### src/rtl/ipv6p_pkg.sv
// Shared types, constants and the hex digit decoder of the IPv6 text parser.
`timescale 1ns / 1ps

package ipv6p_pkg;

	localparam int GROUPS     = 8;
	localparam int MAX_DIGITS = 4;
	localparam int ADDR_W     = 128;

	localparam logic [7:0] NO_HEX = 8'hff;
	localparam logic [7:0] COLON  = 8'h3a;

	// Scan phases
	localparam logic [2:0] PH_START      = 3'd0;
	localparam logic [2:0] PH_LEAD_COLON = 3'd1;
	localparam logic [2:0] PH_IN_GROUP   = 3'd2;
	localparam logic [2:0] PH_AFTER_SEP  = 3'd3;
	localparam logic [2:0] PH_AFTER_GAP  = 3'd4;

	// Scanner state seen by the result assembly
	typedef struct packed {
		logic [ADDR_W-1:0] groups;   // completed groups, newest in the low 16 bits
		logic [3:0]        count;
		logic              gap_seen;
		logic [2:0]        gap_pos;
		logic [15:0]       cur;
		logic [2:0]        phase;
		logic              fault;
	} scan_state_t;

	// ASCII hex digit to value, NO_HEX otherwise
	function automatic logic [7:0] hex_digit(input logic [7:0] ch);
		logic [7:0] v;
		v = NO_HEX;
		case (ch) inside
			[8'h30:8'h39]: v = ch - 8'h30;
			[8'h61:8'h66]: v = ch - 8'h57;
			[8'h41:8'h46]: v = ch - 8'h37;
			default:       v = NO_HEX;
		endcase
		return v;
	endfunction

endpackage

### src/rtl/ipv6p_scan.sv
// Character scanner: group, separator and gap tracking for the IPv6 text parser.
`timescale 1ns / 1ps

module ipv6p_scan (
	input  logic                 clk,
	input  logic                 arst_n,
	input  logic                 step,
	input  logic [7:0]           character,
	input  logic                 end_of_text,
	output ipv6p_pkg::scan_state_t state
);

	logic [127:0] groups_q, groups_d;
	logic [3:0]   count_q, count_d;
	logic         gap_q, gap_d;
	logic [2:0]   gap_pos_q, gap_pos_d;
	logic [15:0]  cur_q, cur_d;
	logic [2:0]   digits_q, digits_d;
	logic [2:0]   phase_q, phase_d;
	logic         fault_q, fault_d;

	logic [7:0]   hex_v;
	logic         colon;

	assign hex_v = ipv6p_pkg::hex_digit(character);
	assign colon = (character == ipv6p_pkg::COLON);

	// Next state for one character
	always_comb begin
		groups_d  = groups_q;
		count_d   = count_q;
		gap_d     = gap_q;
		gap_pos_d = gap_pos_q;
		cur_d     = cur_q;
		digits_d  = digits_q;
		phase_d   = phase_q;
		fault_d   = fault_q;
		if (!fault_q) begin
			if (hex_v == ipv6p_pkg::NO_HEX && !colon) begin
				fault_d = 1'b1;
			end else begin
				case (phase_q)
					ipv6p_pkg::PH_START: begin
						if (colon) begin
							phase_d = ipv6p_pkg::PH_LEAD_COLON;
						end else begin
							cur_d    = {12'd0, hex_v[3:0]};
							digits_d = 3'd1;
							phase_d  = ipv6p_pkg::PH_IN_GROUP;
						end
					end
					ipv6p_pkg::PH_LEAD_COLON, ipv6p_pkg::PH_AFTER_SEP: begin
						if (colon) begin
							// second colon of a gap
							if (gap_q || count_q >= 4'(ipv6p_pkg::GROUPS - 1)) begin
								fault_d = 1'b1;
							end else begin
								gap_d     = 1'b1;
								gap_pos_d = count_q[2:0];
								phase_d   = ipv6p_pkg::PH_AFTER_GAP;
							end
						end else if (phase_q == ipv6p_pkg::PH_LEAD_COLON) begin
							fault_d = 1'b1;
						end else begin
							cur_d    = {12'd0, hex_v[3:0]};
							digits_d = 3'd1;
							phase_d  = ipv6p_pkg::PH_IN_GROUP;
						end
					end
					ipv6p_pkg::PH_IN_GROUP: begin
						if (colon) begin
							// close the group
							phase_d = ipv6p_pkg::PH_AFTER_SEP;
							if (count_q >= 4'(ipv6p_pkg::GROUPS)) begin
								fault_d = 1'b1;
							end else begin
								groups_d = {groups_q[111:0], cur_q};
								count_d  = count_q + 4'd1;
								cur_d    = 16'd0;
								digits_d = 3'd0;
							end
						end else if (digits_q >= 3'(ipv6p_pkg::MAX_DIGITS)) begin
							fault_d = 1'b1;
						end else begin
							cur_d    = {cur_q[11:0], hex_v[3:0]};
							digits_d = digits_q + 3'd1;
						end
					end
					ipv6p_pkg::PH_AFTER_GAP: begin
						if (colon) begin
							fault_d = 1'b1;
						end else begin
							cur_d    = {12'd0, hex_v[3:0]};
							digits_d = 3'd1;
							phase_d  = ipv6p_pkg::PH_IN_GROUP;
						end
					end
					default: fault_d = 1'b1;
				endcase
			end
		end
	end

	// Group shift line, no reset needed
	always_ff @(posedge clk) begin
		if (step && !end_of_text) begin
			groups_q <= groups_d;
		end
	end

	// Control state; the end of a text starts a fresh one
	always_ff @(posedge clk or negedge arst_n) begin
		if (!arst_n) begin
			count_q   <= 4'd0;
			gap_q     <= 1'b0;
			gap_pos_q <= 3'd0;
			cur_q     <= 16'd0;
			digits_q  <= 3'd0;
			phase_q   <= ipv6p_pkg::PH_START;
			fault_q   <= 1'b0;
		end else if (step) begin
			if (end_of_text) begin
				count_q   <= 4'd0;
				gap_q     <= 1'b0;
				gap_pos_q <= 3'd0;
				cur_q     <= 16'd0;
				digits_q  <= 3'd0;
				phase_q   <= ipv6p_pkg::PH_START;
				fault_q   <= 1'b0;
			end else begin
				count_q   <= count_d;
				gap_q     <= gap_d;
				gap_pos_q <= gap_pos_d;
				cur_q     <= cur_d;
				digits_q  <= digits_d;
				phase_q   <= phase_d;
				fault_q   <= fault_d;
			end
		end
	end

	assign state.groups   = groups_q;
	assign state.count    = count_q;
	assign state.gap_seen = gap_q;
	assign state.gap_pos  = gap_pos_q;
	assign state.cur      = cur_q;
	assign state.phase    = phase_q;
	assign state.fault    = fault_q;

endmodule

### src/rtl/ipv6p_assemble.sv
// End-of-text check and zero-gap expansion into the 128-bit address.
`timescale 1ns / 1ps

module ipv6p_assemble (
	input  ipv6p_pkg::scan_state_t state,
	output logic                   ok,
	output logic [127:0]           address
);

	logic         commit;
	logic         fault_f;
	logic [127:0] groups_f;
	logic [3:0]   count_f;
	logic [3:0]   fill;
	logic [3:0]   tail;
	logic [127:0] shifted;
	logic [127:0] merged;

	// Close a group still open at the end
	always_comb begin
		commit   = !state.fault && (state.phase == ipv6p_pkg::PH_IN_GROUP);
		fault_f  = state.fault;
		groups_f = state.groups;
		count_f  = state.count;
		if (commit) begin
			if (state.count >= 4'(ipv6p_pkg::GROUPS)) begin
				fault_f = 1'b1;
			end else begin
				groups_f = {state.groups[111:0], state.cur};
				count_f  = state.count + 4'd1;
			end
		end
	end

	// Validity of the whole text
	always_comb begin
		ok = !fault_f && (state.phase == ipv6p_pkg::PH_IN_GROUP ||
			state.phase == ipv6p_pkg::PH_AFTER_GAP);
		if (state.gap_seen) begin
			ok = ok && (count_f < 4'(ipv6p_pkg::GROUPS));
		end else begin
			ok = ok && (count_f == 4'(ipv6p_pkg::GROUPS));
		end
	end

	// Head groups move to the top, tail groups stay low, zeros between
	assign fill    = 4'(ipv6p_pkg::GROUPS) - count_f;
	assign tail    = count_f - {1'b0, state.gap_pos};
	assign shifted = groups_f << {fill, 4'b0000};

	always_comb begin
		for (int i = 0; i < ipv6p_pkg::GROUPS; i++) begin
			// lane i counts from the top group
			if (!state.gap_seen) begin
				merged[127-16*i -: 16] = groups_f[127-16*i -: 16];
			end else if (4'(i) < {1'b0, state.gap_pos}) begin
				merged[127-16*i -: 16] = shifted[127-16*i -: 16];
			end else if (4'(i) >= 4'(ipv6p_pkg::GROUPS) - tail) begin
				merged[127-16*i -: 16] = groups_f[127-16*i -: 16];
			end else begin
				merged[127-16*i -: 16] = 16'd0;
			end
		end
	end

	assign address = ok ? merged : 128'd0;

endmodule

### src/rtl/ipv6_text_address_parser_unit.sv
// Top level of the IPv6 text address parser: input stage, scanner, result register.
`timescale 1ns / 1ps

// IPv6 address text parser.
// Input channel (in_valid/in_ready): one ASCII character per transfer, or a
// transfer with end_of_text high that closes the text (its character is ignored).
// Output channel (out_valid/out_ready): one result per end transfer, carrying
// address_valid and the address as address_high (groups 0-3) and
// address_low (groups 4-7); both halves read zero when the text is malformed.
// Throughput: one transfer per cycle while in_ready is high. Every transfer
// lands in an input register; the scanner updates from that register, and
// the result of an end transfer is loaded into the output register as the
// scanner takes it, which raises out_valid.
// Characters keep flowing while a result waits. An end transfer held in the
// input register waits only if the output register is still full and
// out_ready is low; in_ready then drops until the result is taken.
// Reset (arst_n low) empties both registers and puts the scanner at the start
// of a new text; each end transfer does the same for the scanner.
module ipv6_text_address_parser_unit (
	input  logic        clk,
	input  logic        arst_n,
	input  logic        in_valid,
	output logic        in_ready,
	input  logic [7:0]  character,
	input  logic        end_of_text,
	output logic        out_valid,
	input  logic        out_ready,
	output logic        address_valid,
	output logic [63:0] address_high,
	output logic [63:0] address_low
);

	logic        valid_s1;
	logic [7:0]  char_s1;
	logic        end_s1;
	logic        advance;

	ipv6p_pkg::scan_state_t state;
	logic                   ok;
	logic [127:0]           address;

	logic        out_valid_q;
	logic        ok_q;
	logic [127:0] address_q;

	// Stage 1 moves on unless an end transfer meets a full, stalled output
	assign advance  = valid_s1 && (!end_s1 || !out_valid_q || out_ready);
	assign in_ready = !valid_s1 || advance;

	// Input register
	always_ff @(posedge clk or negedge arst_n) begin
		if (!arst_n) begin
			valid_s1 <= 1'b0;
		end else if (in_ready) begin
			valid_s1 <= in_valid;
		end
	end

	always_ff @(posedge clk) begin
		if (in_ready && in_valid) begin
			char_s1 <= character;
			end_s1  <= end_of_text;
		end
	end

	ipv6p_scan u_scan (
		.clk         (clk),
		.arst_n      (arst_n),
		.step        (advance),
		.character   (char_s1),
		.end_of_text (end_s1),
		.state       (state)
	);

	ipv6p_assemble u_assemble (
		.state   (state),
		.ok      (ok),
		.address (address)
	);

	// Result register
	always_ff @(posedge clk or negedge arst_n) begin
		if (!arst_n) begin
			out_valid_q <= 1'b0;
		end else if (advance && end_s1) begin
			out_valid_q <= 1'b1;
		end else if (out_ready) begin
			out_valid_q <= 1'b0;
		end
	end

	always_ff @(posedge clk) begin
		if (advance && end_s1) begin
			ok_q      <= ok;
			address_q <= address;
		end
	end

	assign out_valid     = out_valid_q;
	assign address_valid = ok_q;
	assign address_high  = address_q[127:64];
	assign address_low   = address_q[63:0];

endmodule
### config.mk
export PLATFORM = sky130hd
export DESIGN_NAME = ipv6_text_address_parser_unit
export DESIGN_NICKNAME = d
export VERILOG_FILES = /design/src/rtl/ipv6p_pkg.sv /design/src/rtl/ipv6p_scan.sv /design/src/rtl/ipv6p_assemble.sv /design/src/rtl/ipv6_text_address_parser_unit.sv
export SDC_FILE = /design/constraint.sdc
export NUM_CORES = 1
export LEC_CHECK = 0
export BUFFER_PORTS_ARGS = -buffer_cell sky130_fd_sc_hd__buf_2
export CORE_UTILIZATION = 55
export CTS_CLUSTER_SIZE = 40
export DETAILED_ROUTE_END_ITERATION = 7
export MAX_ROUTING_LAYER = met4
export PLACE_DENSITY = 0.77
export REMOVE_ABC_BUFFERS = 1
export SETUP_SLACK_MARGIN = 0.05
export SLEW_MARGIN = 30
export SYNTH_ARGS = -nofsm -noshare
export SYNTH_HDL_FRONTEND = slang
export SYNTH_SLANG_ARGS = --single-unit
### constraint.sdc
create_clock -name clk -period 12.4 [get_ports clk]
set_clock_uncertainty 0.15 [all_clocks]
set_input_delay 0.62 -clock clk [delete_from_list [all_inputs] [get_ports clk]]
set_output_delay 0.62 -clock clk [all_outputs]
set_load 0.005 [all_outputs]
==> out/qor.json, run 1 <==
{
  "final_period_minus_worst_setup_slack": {"value": 6.01, "unit": "ns"},
  "core-area": {"value": 30900, "unit": "um^2"},
  "timing.hold.worst.class": {"value": "primary input to asynchronous set/reset pin"},
  "worst_setup_path_end_kind": {"value": "register"},
  "number_of_standard_cells_in_the_layout_taps_in_and_fillers_out": {"value": 2002},
  "mostFrequentLayoutCell": {"value": "edfxtp_1"},
  "dr.first_iter.drc_count": {"value": 1429},
  "vias_in_the_first_global_route": {"value": 12956},
  "finalMaxSlewViolations": {"value": 0},
  "yosys_warnings": {"value": 0},
  "fin_total_pwr": {"value": 3.80, "unit": "mW"},
  "number_of_violations_of_the_max_capacitance_limit": {"value": 0},
  "dieArea": {"value": 32500, "unit": "um^2"},
  "drt-wirelength-per-cell": {"value": 24.3, "unit": "um"},
  "io_pins": {"value": 144},
  "worst-endpoint-arrival": {"value": 6.06, "unit": "ns"},
  "place.detailed.hpwl": {"value": 29.5, "unit": "mm"},
  "cts.path.max_buffers": {"value": 3},
  "rsz0062_at_grt": {"value": "no"},
  "nets": {"value": 1608},
  "fin_crit_sh": {"value": 48.5, "unit": "%"},
  "antenna-diode-count": {"value": 0},
  "tritoncts.num_buffers": {"value": 35},
  "layout_common_cells": {"value": "edfxtp_1 (266), mux2i_1 (215), buf_2 (143)"},
  "async_flop_share": {"value": 11.0, "unit": "%"},
  "synth_cell_types": {"value": 76},
  "vdd.ir_drop.worst": {"value": 0.240, "unit": "mV"},
  "synth_sequential_area_ratio": {"value": 50.5, "unit": "%"},
  "clkLatencyLatePin": {"value": 0.52, "unit": "ns"},
  "synth_enable_flop_cells": {"value": 266},
  "setup_violations": {"value": 0},
  "p_leak": {"value": 7.22, "unit": "nW"},
  "cts_num_sinks": {"value": 299},
  "crit_top_cell": {"value": "buf_4"},
  "cts_htree_levels": {"value": 2},
  "cts-root-buf": {"value": "clkbuf_16"},
  "finish.utilization": {"value": 63.0, "unit": "%"},
  "worst_setup_hold_path_clk_slew": {"value": 0.05, "unit": "ns"},
  "numPlacedInstances": {"value": 1938},
  "p_per_area": {"value": 195, "unit": "nW/um^2"},
  "firstDrtPassIters": {"value": 6},
  "layout.cell_area.non_filler": {"value": 19500, "unit": "um^2"},
  "grtUsageMet3": {"value": 5.46, "unit": "%"},
  "critical-path-max-stage-delay": {"value": 0.81, "unit": "ns"},
  "crit_required": {"value": 12.45, "unit": "ns"},
  "worstPathCellList": {"value": "nor2_1, buf_4, nand2_2, buf_4, xnor2_4, inv_2, ha_4, buf_4, nor2_1, and3_1, a21oi_4, o22ai_1"},
  "post_cts.resized_instances": {"value": 0},
  "dr_total_vias": {"value": 13339},
  "critical_path_start_end_classification": {"value": "register to register"},
  "met1_usage": {"value": 39.2, "unit": "%"},
  "layout-drive-gt1-share": {"value": 24.3, "unit": "%"},
  "finalWeightedCongestion": {"value": 0.875},
  "cts_tree": {"value": "done"},
  "syn_inst": {"value": 1499},
  "globalRouteOverflowTotal": {"value": 0},
  "timing.critical_path.fanout_max": {"value": 75},
  "grt_start_max_net_pins": {"value": 81},
  "postPlaceCellArea": {"value": 18400, "unit": "um^2"},
  "grt_busiest_layer": {"value": "met2"},
  "grt_first_pass_wirelength": {"value": 74.2, "unit": "mm"},
  "timing.slew.headroom": {"value": 25.6, "unit": "%"},
  "tightest_slew": {"value": 1.12, "unit": "ns"},
  "synthesis.area": {"value": 17500, "unit": "um^2"},
  "hold_buffers": {"value": 0},
  "achievable-frequency": {"value": 166, "unit": "MHz"},
  "critPathBufInv": {"value": 4},
  "grt.total_usage": {"value": 30.1, "unit": "%"},
  "cp-start-kind": {"value": "register"},
  "initial_core_utilization": {"value": 56.5, "unit": "%"},
  "num_rows": {"value": 64},
  "run_status": {"value": "complete, no violations"},
  "antenna_found_initial": {"value": 0},
  "slowest_stage": {"value": "dfrtp_4"},
  "remaining_design_rule_violation_count": {"value": 0},
  "floorplan.die.width": {"value": 180, "unit": "um"},
  "final_hold_viol_count": {"value": 0},
  "totalWireLength": {"value": 48.6, "unit": "mm"},
  "critical_path.top_delay_family": {"value": "buffers and inverters"},
  "cts_setup_buffers": {"value": 0},
  "postSynthAreaPerCell": {"value": 11.7, "unit": "um^2"},
  "synth-main-ff-cell": {"value": "edfxtp_1"},
  "detail_route.vias_per_cell": {"value": 6.66},
  "ys_seq_elements": {"value": 299},
  "totalNegativeSetupSlack": {"value": 0, "unit": "ns"},
  "grt_util_met2": {"value": 45.5, "unit": "%"},
  "die_height": {"value": 180, "unit": "um"},
  "buffer_ports.inserted": {"value": 143},
  "area_growth": {"value": 11.5, "unit": "%"},
  "ant_nets": {"value": 0}
}
## metrics by stage
step | setup slack, ns | hold slack (ns)
3_5_place_dp | 6.59 | 0.321
3_3_place_gp | 6.68 | 0.315
4_1_cts | 6.54 | 0.0941
2_1_floorplan | 0.672 | 0.174
6_report | 6.39 | 0.0659
5_1_grt | 6.23 | 0.121
## worst register-to-register path: cells and delay by family, from the launching register on
family / cells / cell delay [ns]
AOI/OAI and AO/OA: 2 / 0.99
xor gates and xnor gates: 1 / 0.63
adders and majority gates: 1 / 0.73
buffers and inverters: 4 / 1.51
DFF: 1 / 0.81
and+or+nand+nor: 4 / 0.90
## routing by layer
layer  up-vias  part of all wire [%]
met5         -                     0
met1      6436                    41
met4         0                   5.2
met3       176                   9.1
li1       5968                     -
met2       759                    45
## synthesized netlist by cell type (22+ instances only)
cell type | number | area (um^2)
o21ai_0 | 72 | 360
and3_1 | 22 | 138
mux2_2 | 129 | 1450
o22ai_1 | 41 | 257
nor3_1 | 29 | 145
mux2i_1 | 215 | 2150
a211oi_1 | 69 | 518
dfrtp_1 | 33 | 826
nor2_1 | 121 | 454
nand2_1 | 78 | 293
buf_2 | 38 | 190
a21oi_1 | 55 | 275
inv_1 | 29 | 109
clkbuf_1 | 64 | 240
edfxtp_1 | 266 | 7990
## state kept, by name, indices dropped and copies added (netlist names), 3 cells and up
signal	cells
u_scan.count_q	4
u_scan.cur_q	16
u_scan.digits_q	3
u_scan.gap_pos_q	3
u_scan.groups_q	128
u_scan.phase_q	3
char_s1	8
address_q	128
## kinds of logic after synthesis
logic type	after synthesis	share of synthesized area (%)
buf+inv	148	3.71
mux	344	20.6
xor+xnor	6	0.466
fa+ha+maj	16	1.19
flops	299	50.5
simple gates	317	8.70
compound gates	369	14.8
## final timing paths
path / startpoint / to / slack [ns] / cells after the start
worst max-delay path: u_scan.count_q[3] / address_q[18] / 6.39 / 12
worst min-delay path: arst_n / out_valid / 0.07 / 1
worst max register to register: u_scan.count_q[3] / address_q[18] / 6.39 / 12
worst min register to register: u_scan.cur_q[15] / u_scan.cur_q[15] / 0.34 / 2
max in group asynchronous: arst_n / u_scan.count_q[3] / 11.40 / 1
min in group clk: character[3] / char_s1[3] / 0.13 / 1
## final cells by class
cell class	count	area, um^2
clock buffer	49	990
clock inverter	15	116
fill	2430	11400
inverter	30	118
multi-input combinational	1052	8080
sequential	299	8820
tap	396	495
timing repair buffer	161	862
## where the power goes
group          internal (mW)  switching [mW]
Combinational          0.595            1.05
Clock                  0.581           0.414
Sequential              1.13          0.0388
Power figures use the tool's default switching activity.
==> run 2, diff against run 1 <==
--- a/config.mk
+++ b/config.mk
@@ -5,12 +5,13 @@
 export SDC_FILE = /design/constraint.sdc
 export NUM_CORES = 1
 export LEC_CHECK = 0
+export ABC_AREA = 1
 export BUFFER_PORTS_ARGS = -buffer_cell sky130_fd_sc_hd__buf_2
 export CORE_UTILIZATION = 55
 export CTS_CLUSTER_SIZE = 40
 export DETAILED_ROUTE_END_ITERATION = 7
 export MAX_ROUTING_LAYER = met4
-export PLACE_DENSITY = 0.77
+export PLACE_DENSITY = 0.8
 export REMOVE_ABC_BUFFERS = 1
 export SETUP_SLACK_MARGIN = 0.05
 export SLEW_MARGIN = 30
==> constraint.sdc (replaced) <==
create_clock -name clk -period 5.3 [get_ports clk]
set_clock_uncertainty 0.15 [all_clocks]
set_input_delay 0.265 -clock clk [delete_from_list [all_inputs] [get_ports clk]]
set_output_delay 0.265 -clock clk [all_outputs]
set_load 0.005 [all_outputs]
==> out/qor.json, run 2 <==
{
  "num_rows": {"value": 68},
  "worst_setup_path_end_kind": {"value": "register"},
  "detail_route.vias_per_cell": {"value": 5.94},
  "netSwitchingFraction": {"value": 49.8, "unit": "%"},
  "globalRouteOverflowTotal": {"value": 0},
  "layout_common_cells": {"value": "nand2_1 (768), o21ai_0 (366), edfxtp_1 (266)"},
  "met1_usage": {"value": 41.5, "unit": "%"},
  "vdd.ir_drop.worst": {"value": 0.736, "unit": "mV"},
  "achievable-frequency": {"value": 229, "unit": "MHz"},
  "tritoncts.num_buffers": {"value": 35},
  "power.sequential.fraction": {"value": 22.4, "unit": "%"},
  "yosys_warnings": {"value": 0},
  "async_flop_share": {"value": 11.0, "unit": "%"},
  "combPwrFrac": {"value": 57.7, "unit": "%"},
  "floorplan.die.width": {"value": 189, "unit": "um"},
  "layout.cell_area.non_filler": {"value": 21200, "unit": "um^2"},
  "clkLatencyLatePin": {"value": 0.54, "unit": "ns"},
  "critical_path_start_end_classification": {"value": "register to register"},
  "grt_busiest_layer": {"value": "met2"},
  "grtUsageMet3": {"value": 5.25, "unit": "%"},
  "synth_enable_flop_cells": {"value": 266},
  "initial_core_utilization": {"value": 55.7, "unit": "%"},
  "timing.critical_path.fanout_max": {"value": 69},
  "rsz0062_at_grt": {"value": "no"},
  "buffer_ports.inserted": {"value": 143},
  "register_area": {"value": 8820, "unit": "um^2"},
  "totalWireLength": {"value": 56.5, "unit": "mm"},
  "synthTopCellsByArea": {"value": "edfxtp_1 (42%), nand2_1 (15%), o21ai_0 (9.6%)"},
  "ys_seq_elements": {"value": 299},
  "die_height": {"value": 189, "unit": "um"},
  "nets": {"value": 2599},
  "cts-root-buf": {"value": "clkbuf_16"},
  "core-area": {"value": 34500, "unit": "um^2"},
  "remaining_design_rule_violation_count": {"value": 0},
  "setup_violations": {"value": 0},
  "place.detailed.hpwl": {"value": 35.2, "unit": "mm"},
  "multiInputGateArea": {"value": 8690, "unit": "um^2"},
  "grt_util_met2": {"value": 49.0, "unit": "%"},
  "cts_tree": {"value": "done"},
  "postPlaceCellArea": {"value": 19900, "unit": "um^2"},
  "post-synth-top-area-cell": {"value": "edfxtp_1"},
  "reg2regPathDepth": {"value": 18},
  "post-synth-top-count-cell": {"value": "nand2_1"},
  "tightest_slew": {"value": 1.08, "unit": "ns"},
  "antenna-diode-count": {"value": 0},
  "cts.path.max_buffers": {"value": 3},
  "p_int": {"value": 6.08, "unit": "mW"},
  "fin_crit_sh": {"value": 82.5, "unit": "%"},
  "totalNegativeSetupSlack": {"value": 0, "unit": "ns"},
  "finish.utilization": {"value": 61.4, "unit": "%"},
  "cts_setup_buffers": {"value": 0},
  "synth_cell_types": {"value": 49},
  "dr_total_vias": {"value": 18111},
  "p_leak": {"value": 8.65, "unit": "nW"},
  "grt_start_max_net_pins": {"value": 129},
  "cts_num_sinks": {"value": 299},
  "timing.hold.worst.class": {"value": "primary input to asynchronous set/reset pin"},
  "fillers": {"value": 3069},
  "synth_sequential_area_ratio": {"value": 46.0, "unit": "%"},
  "io_pins": {"value": 144},
  "layout-drive-gt1-share": {"value": 11.7, "unit": "%"},
  "postSynthAreaPerCell": {"value": 7.63, "unit": "um^2"},
  "post_cts.resized_instances": {"value": 0},
  "grt.total_usage": {"value": 32.0, "unit": "%"},
  "hold_buffers": {"value": 13},
  "fin_total_pwr": {"value": 12.1, "unit": "mW"},
  "ant_nets": {"value": 0},
  "final_hold_viol_count": {"value": 0},
  "crit_required": {"value": 5.38, "unit": "ns"},
  "cp-start-kind": {"value": "register"},
  "power_switching": {"value": 6.02, "unit": "mW"},
  "p_per_area": {"value": 572, "unit": "nW/um^2"},
  "worst-endpoint-arrival": {"value": 4.46, "unit": "ns"},
  "reg_top3": {"value": "address_q (128), u_scan.groups_q (128), u_scan.cur_q (16)"},
  "synthTopCellsByCount": {"value": "nand2_1 (770), o21ai_0 (366), edfxtp_1 (266)"},
  "timing.slew.headroom": {"value": 28.1, "unit": "%"},
  "antenna_found_initial": {"value": 0},
  "number_of_violations_of_the_max_capacitance_limit": {"value": 0},
  "firstDrtPassIters": {"value": 6},
  "syn_inst": {"value": 2514},
  "vias_in_the_first_global_route": {"value": 16224},
  "mostFrequentLayoutCell": {"value": "nand2_1"},
  "run_status": {"value": "complete, no violations"},
  "drt-wirelength-per-cell": {"value": 18.5, "unit": "um"},
  "share_clk_of_total_power": {"value": 19.9, "unit": "%"},
  "cts_htree_levels": {"value": 2},
  "synth.top_cell.area_share": {"value": 41.6, "unit": "%"},
  "synth-main-ff-cell": {"value": "edfxtp_1"},
  "grt_first_pass_wirelength": {"value": 86.7, "unit": "mm"},
  "dieArea": {"value": 35600, "unit": "um^2"},
  "finalWeightedCongestion": {"value": 0.951},
  "synthesis.area": {"value": 19200, "unit": "um^2"},
  "final_period_minus_worst_setup_slack": {"value": 4.38, "unit": "ns"},
  "finalMaxSlewViolations": {"value": 0},
  "dr.first_iter.drc_count": {"value": 2550},
  "area_growth": {"value": 10.3, "unit": "%"},
  "worst_setup_hold_path_clk_slew": {"value": 0.06, "unit": "ns"}
}
==> run 2: changes by cell type after synthesis, sizes merged, moves of 34 or more <==
cell	change
or2	+34
o22ai	-48
buf	+59
nor2	+37
o211ai	+36
nand2	+694
mux2i	-215
a21oi	+75
nand3	+127
inv	+186
nand4	+34
a211oi	-68
mux2	-129
o21ai	+361
==> run 2: kinds of logic after synthesis <==
family | after synthesis | share of synthesized area (%)
and+or+nand+nor | 1171 | 25.9
AOI/OAI and AO/OA | 635 | 17.6
buffers and inverters | 386 | 9.07
DFF | 299 | 46.0
adders and majority gates | 16 | 1.08
xor gates and xnor gates | 7 | 0.359
==> run 2: worst max-delay path, stage by stage (launching register included) <==
cell and delay, ns:
dfrtp_4 0.84, inv_2 0.28, nand3_1 0.19, nand2_1 0.07, nand2_1 0.07, o21ai_2 0.09
ha_1 0.34, nand2_1 0.07, nand2_1 0.04, a31oi_1 0.18, nand2_1 0.08, nand2_1 0.19
nor2_4 0.07, inv_2 0.14, nor2_4 0.07, nor2_2 0.63, inv_1 0.35, nand2_1 0.13
a21oi_1 0.08
==> run 2: power by group through the flow <==
stage | registers (mW) | clock network, mW | logic (mW)
after floorplan | 2.76 | 0 | 4.81
after global placement | 2.76 | 0 | 6.57
after detailed placement | 2.76 | 0 | 6.68
after CTS | 2.71 | 2.43 | 6.71
after global routing | 2.72 | 2.50 | 7.62
final | 2.71 | 2.41 | 6.98
==> run 2: per-layer routing <==
metal / part of all wire, % / up-vias
met5: 0 / -
met4: 5.0 / 0
met3: 12 / 188
met2: 45 / 1181
met1: 38 / 8171
li1: - / 8571
==> run 2: layout make-up <==
class / count / share of cell area [%]
sequential: 299 / 41.7
timing repair buffer: 188 / 5.40
multi-input combinational: 1829 / 41.1
inverter: 217 / 3.87
tap: 455 / 2.69
clock inverter: 17 / 0.751
clock buffer: 43 / 4.53
==> run 2: worst paths after layout <==
| kind | startpoint | endpoint | slack, ns |
|---|---|---|---|
| min in group clk | character[0] | char_s1[0] | 0.29 |
| max | u_scan.count_q[3] | address_q[75] | 0.92 |
| min | arst_n | u_scan.cur_q[1] | 0.19 |
| max reg2reg | u_scan.count_q[3] | address_q[75] | 0.92 |
| max in group asynchronous | arst_n | u_scan.count_q[3] | 4.24 |
| min reg2reg | u_scan.cur_q[0] | u_scan.cur_q[0] | 0.32 |
==> run 2: metrics by stage <==
step | hold slack [ns] | instances | setup WS [ns]
floorplan | -0.181 | 2345 | -9.74
detailed placement | 0.226 | 2974 | 1.06
CTS | 0.206 | 3047 | 1.04
global placement | 0.222 | 2974 | 1.13
global route | 0.286 | 3048 | 0.697
finish | 0.194 | 3048 | 0.925
==> run 3, diff against run 2 <==
--- a/config.mk
+++ b/config.mk
@@ -5,7 +5,7 @@
 export SDC_FILE = /design/constraint.sdc
 export NUM_CORES = 1
 export LEC_CHECK = 0
-export ABC_AREA = 1
+export ABC_AREA = 0
 export BUFFER_PORTS_ARGS = -buffer_cell sky130_fd_sc_hd__buf_2
 export CORE_UTILIZATION = 55
 export CTS_CLUSTER_SIZE = 40
==> constraint.sdc (replaced) <==
create_clock -name clk -period 3.9 [get_ports clk]
set_clock_uncertainty 0.15 [all_clocks]
set_input_delay 0.195 -clock clk [delete_from_list [all_inputs] [get_ports clk]]
set_output_delay 0.195 -clock clk [all_outputs]
set_load 0.005 [all_outputs]
==> out/qor.json, run 3 (synthesized netlist as in run 1, its figures left out) <==
{
  "run_status": {"value": "complete, no violations"},
  "drt-wirelength-per-cell": {"value": 23.6, "unit": "um"},
  "layout.cell_area.non_filler": {"value": 20300, "unit": "um^2"},
  "num_rows": {"value": 64},
  "reg2regPathDepth": {"value": 12},
  "wl_met1": {"value": 19.9, "unit": "mm"},
  "dieArea": {"value": 32500, "unit": "um^2"},
  "antenna_found_initial": {"value": 0},
  "p_per_area": {"value": 620, "unit": "nW/um^2"},
  "ant_nets": {"value": 0},
  "timing.slew.headroom": {"value": 36.8, "unit": "%"},
  "cts.path.max_buffers": {"value": 3},
  "combPwrFrac": {"value": 44.1, "unit": "%"},
  "dr.first_iter.drc_count": {"value": 1297},
  "finalWeightedCongestion": {"value": 0.917},
  "grt_first_pass_wirelength": {"value": 76.6, "unit": "mm"},
  "p_int": {"value": 7.74, "unit": "mW"},
  "post_cts.resized_instances": {"value": 0},
  "worst-endpoint-arrival": {"value": 3.74, "unit": "ns"},
  "crit-reg2reg-launch": {"value": "u_scan.count_q[3]"},
  "layout_common_cells": {"value": "edfxtp_1 (266), mux2i_1 (215), buf_2 (143)"},
  "cts-root-buf": {"value": "clkbuf_16"},
  "worstPathCellList": {"value": "nor2_1, nand2_2, mux2i_1, ha_1, nor2b_1, o21a_1, o21a_1, o41ai_1, nand2_1, a21o_1, buf_4, o21ai_0"},
  "buffer_ports.inserted": {"value": 143},
  "number_of_standard_cells_in_the_layout_taps_in_and_fillers_out": {"value": 2083},
  "tightest_slew": {"value": 0.949, "unit": "ns"},
  "power.sequential.fraction": {"value": 29.3, "unit": "%"},
  "timing.hold.worst.class": {"value": "primary input to asynchronous set/reset pin"},
  "final_period_minus_worst_setup_slack": {"value": 3.55, "unit": "ns"},
  "detail_route.vias_per_cell": {"value": 6.57},
  "fin_crit_sh": {"value": 91.1, "unit": "%"},
  "dp_slack": {"value": 0.388, "unit": "ns"},
  "cts_tree": {"value": "done"},
  "firstDrtPassIters": {"value": 5},
  "vdd.ir_drop.worst": {"value": 0.567, "unit": "mV"},
  "finalMaxSlewViolations": {"value": 0},
  "io_pins": {"value": 144},
  "totalWireLength": {"value": 49.1, "unit": "mm"},
  "critical-path-max-stage-delay": {"value": 0.52, "unit": "ns"},
  "end_of_the_worst_register_to_register_path": {"value": "address_q[93]"},
  "vias_in_the_first_global_route": {"value": 13399},
  "setup_violations": {"value": 0},
  "antenna-diode-count": {"value": 0},
  "floorplan.die.width": {"value": 180, "unit": "um"},
  "crit_top_cell": {"value": "o21a_1"},
  "nets": {"value": 1691},
  "layout-drive-gt1-share": {"value": 26.7, "unit": "%"},
  "final_hold_viol_count": {"value": 0},
  "tritoncts.num_buffers": {"value": 34},
  "timing.critical_path.fanout_max": {"value": 9},
  "die_height": {"value": 180, "unit": "um"},
  "postPlaceCellArea": {"value": 19000, "unit": "um^2"},
  "cp-start-kind": {"value": "register"},
  "core-area": {"value": 30900, "unit": "um^2"},
  "route.top_layer_used": {"value": "met4"},
  "place.detailed.hpwl": {"value": 31.8, "unit": "mm"},
  "p_leak": {"value": 7.65, "unit": "nW"},
  "remaining_design_rule_violation_count": {"value": 0},
  "dr_total_vias": {"value": 13683},
  "worst_setup_hold_path_clk_slew": {"value": 0.06, "unit": "ns"},
  "wl_met3": {"value": 4.34, "unit": "mm"},
  "met2_length": {"value": 22.9, "unit": "mm"},
  "netSwitchingFraction": {"value": 38.6, "unit": "%"},
  "globalRouteOverflowTotal": {"value": 0},
  "clkLatencyLatePin": {"value": 0.52, "unit": "ns"},
  "reg_top3": {"value": "address_q (128), u_scan.groups_q (128), u_scan.cur_q (16)"},
  "initial_core_utilization": {"value": 56.5, "unit": "%"},
  "numPlacedInstances": {"value": 2009},
  "share_clk_of_total_power": {"value": 26.6, "unit": "%"},
  "mostFrequentLayoutCell": {"value": "edfxtp_1"},
  "grt.total_usage": {"value": 31.0, "unit": "%"},
  "crit_required": {"value": 4.09, "unit": "ns"},
  "area_growth": {"value": 16.4, "unit": "%"},
  "achievable-frequency": {"value": 281, "unit": "MHz"},
  "grt_start_max_net_pins": {"value": 97},
  "rsz0062_at_grt": {"value": "no"},
  "number_of_violations_of_the_max_capacitance_limit": {"value": 0},
  "power_switching": {"value": 4.86, "unit": "mW"},
  "slowest_stage": {"value": "dfrtp_4"},
  "totalNegativeSetupSlack": {"value": 0, "unit": "ns"},
  "worst_setup_path_end_kind": {"value": "register"},
  "fillers": {"value": 2332},
  "cts_num_sinks": {"value": 299},
  "layout_setup_ws": {"value": 0.346, "unit": "ns"},
  "ff2ff_setup_slack": {"value": 0.35, "unit": "ns"},
  "worst_setup_path_startpoint": {"value": "u_scan.count_q[3]"},
  "critical_path_start_end_classification": {"value": "register to register"},
  "cts_htree_levels": {"value": 2}
}
## run 3: area by class of cell
cell class              instances  area, um^2  area share, %
flip-flops and latches        299        8820           43.4
repair buffers                245        1680           8.27
multi-input cells            1052        8070           39.7
clock buffers                  44         930           4.57
inverters                      30         115          0.566
well taps                     396         495           2.44
clock inverters                17         225           1.11
## run 3: critical path, delay by kind of cell, from the launching register on
kind                     cells  cell delay [ns]
AO/OA/AOI/OAI                5             1.14
adder cells (fa/ha/maj)      1             0.32
buffers and inverters        1             0.21
flip-flops                   1             0.52
multiplexers                 1             0.41
AND/OR/NAND/NOR              4             0.63
## run 3: metal layers
layer	up-vias	global-route usage (%)
met5	-	-
met4	0	12.1
met3	151	4.39
met2	732	48.6
met1	6670	40.9
li1	6130	-
## run 3: repair_timing
| action | CTS | global route |
|---|---|---|
| hold endpoints to repair | 44 | 0 |
| setup buffers | 0 | 0 |
| hold buffers | 12 | 0 |
## run 3: worst max path at each step
stage,endpoint,slack (ns),depth (start not counted)
5_1_grt,address_q[93],0.11,12
4_1_cts,address_q[127],0.37,12
6_report,address_q[93],0.35,12
3_3_place_gp,address_q[127],0.44,12
3_5_place_dp,address_q[109],0.39,9
2_1_floorplan,address_q[16],-7.83,9
## run 3: stage by stage
step	total power, mW	util (%)	hold slack (ns)
after floorplan	7.66	-	-0.251
after global placement	9.12	61.5	0.172
after detailed placement	9.15	61.5	0.180
after CTS	12.5	65.7	0.186
after global routing	13.1	65.8	0.244
final	12.6	65.8	0.171
## run 3: power by group through the flow
stage / registers (mW) / clock network [mW] / logic [mW]
finish: 3.69 / 3.35 / 5.55
global route: 3.70 / 3.47 / 5.94
CTS: 3.69 / 3.37 / 5.44
detailed placement: 3.76 / 0 / 5.39
global placement: 3.75 / 0 / 5.36
floorplan: 3.77 / 0 / 3.90
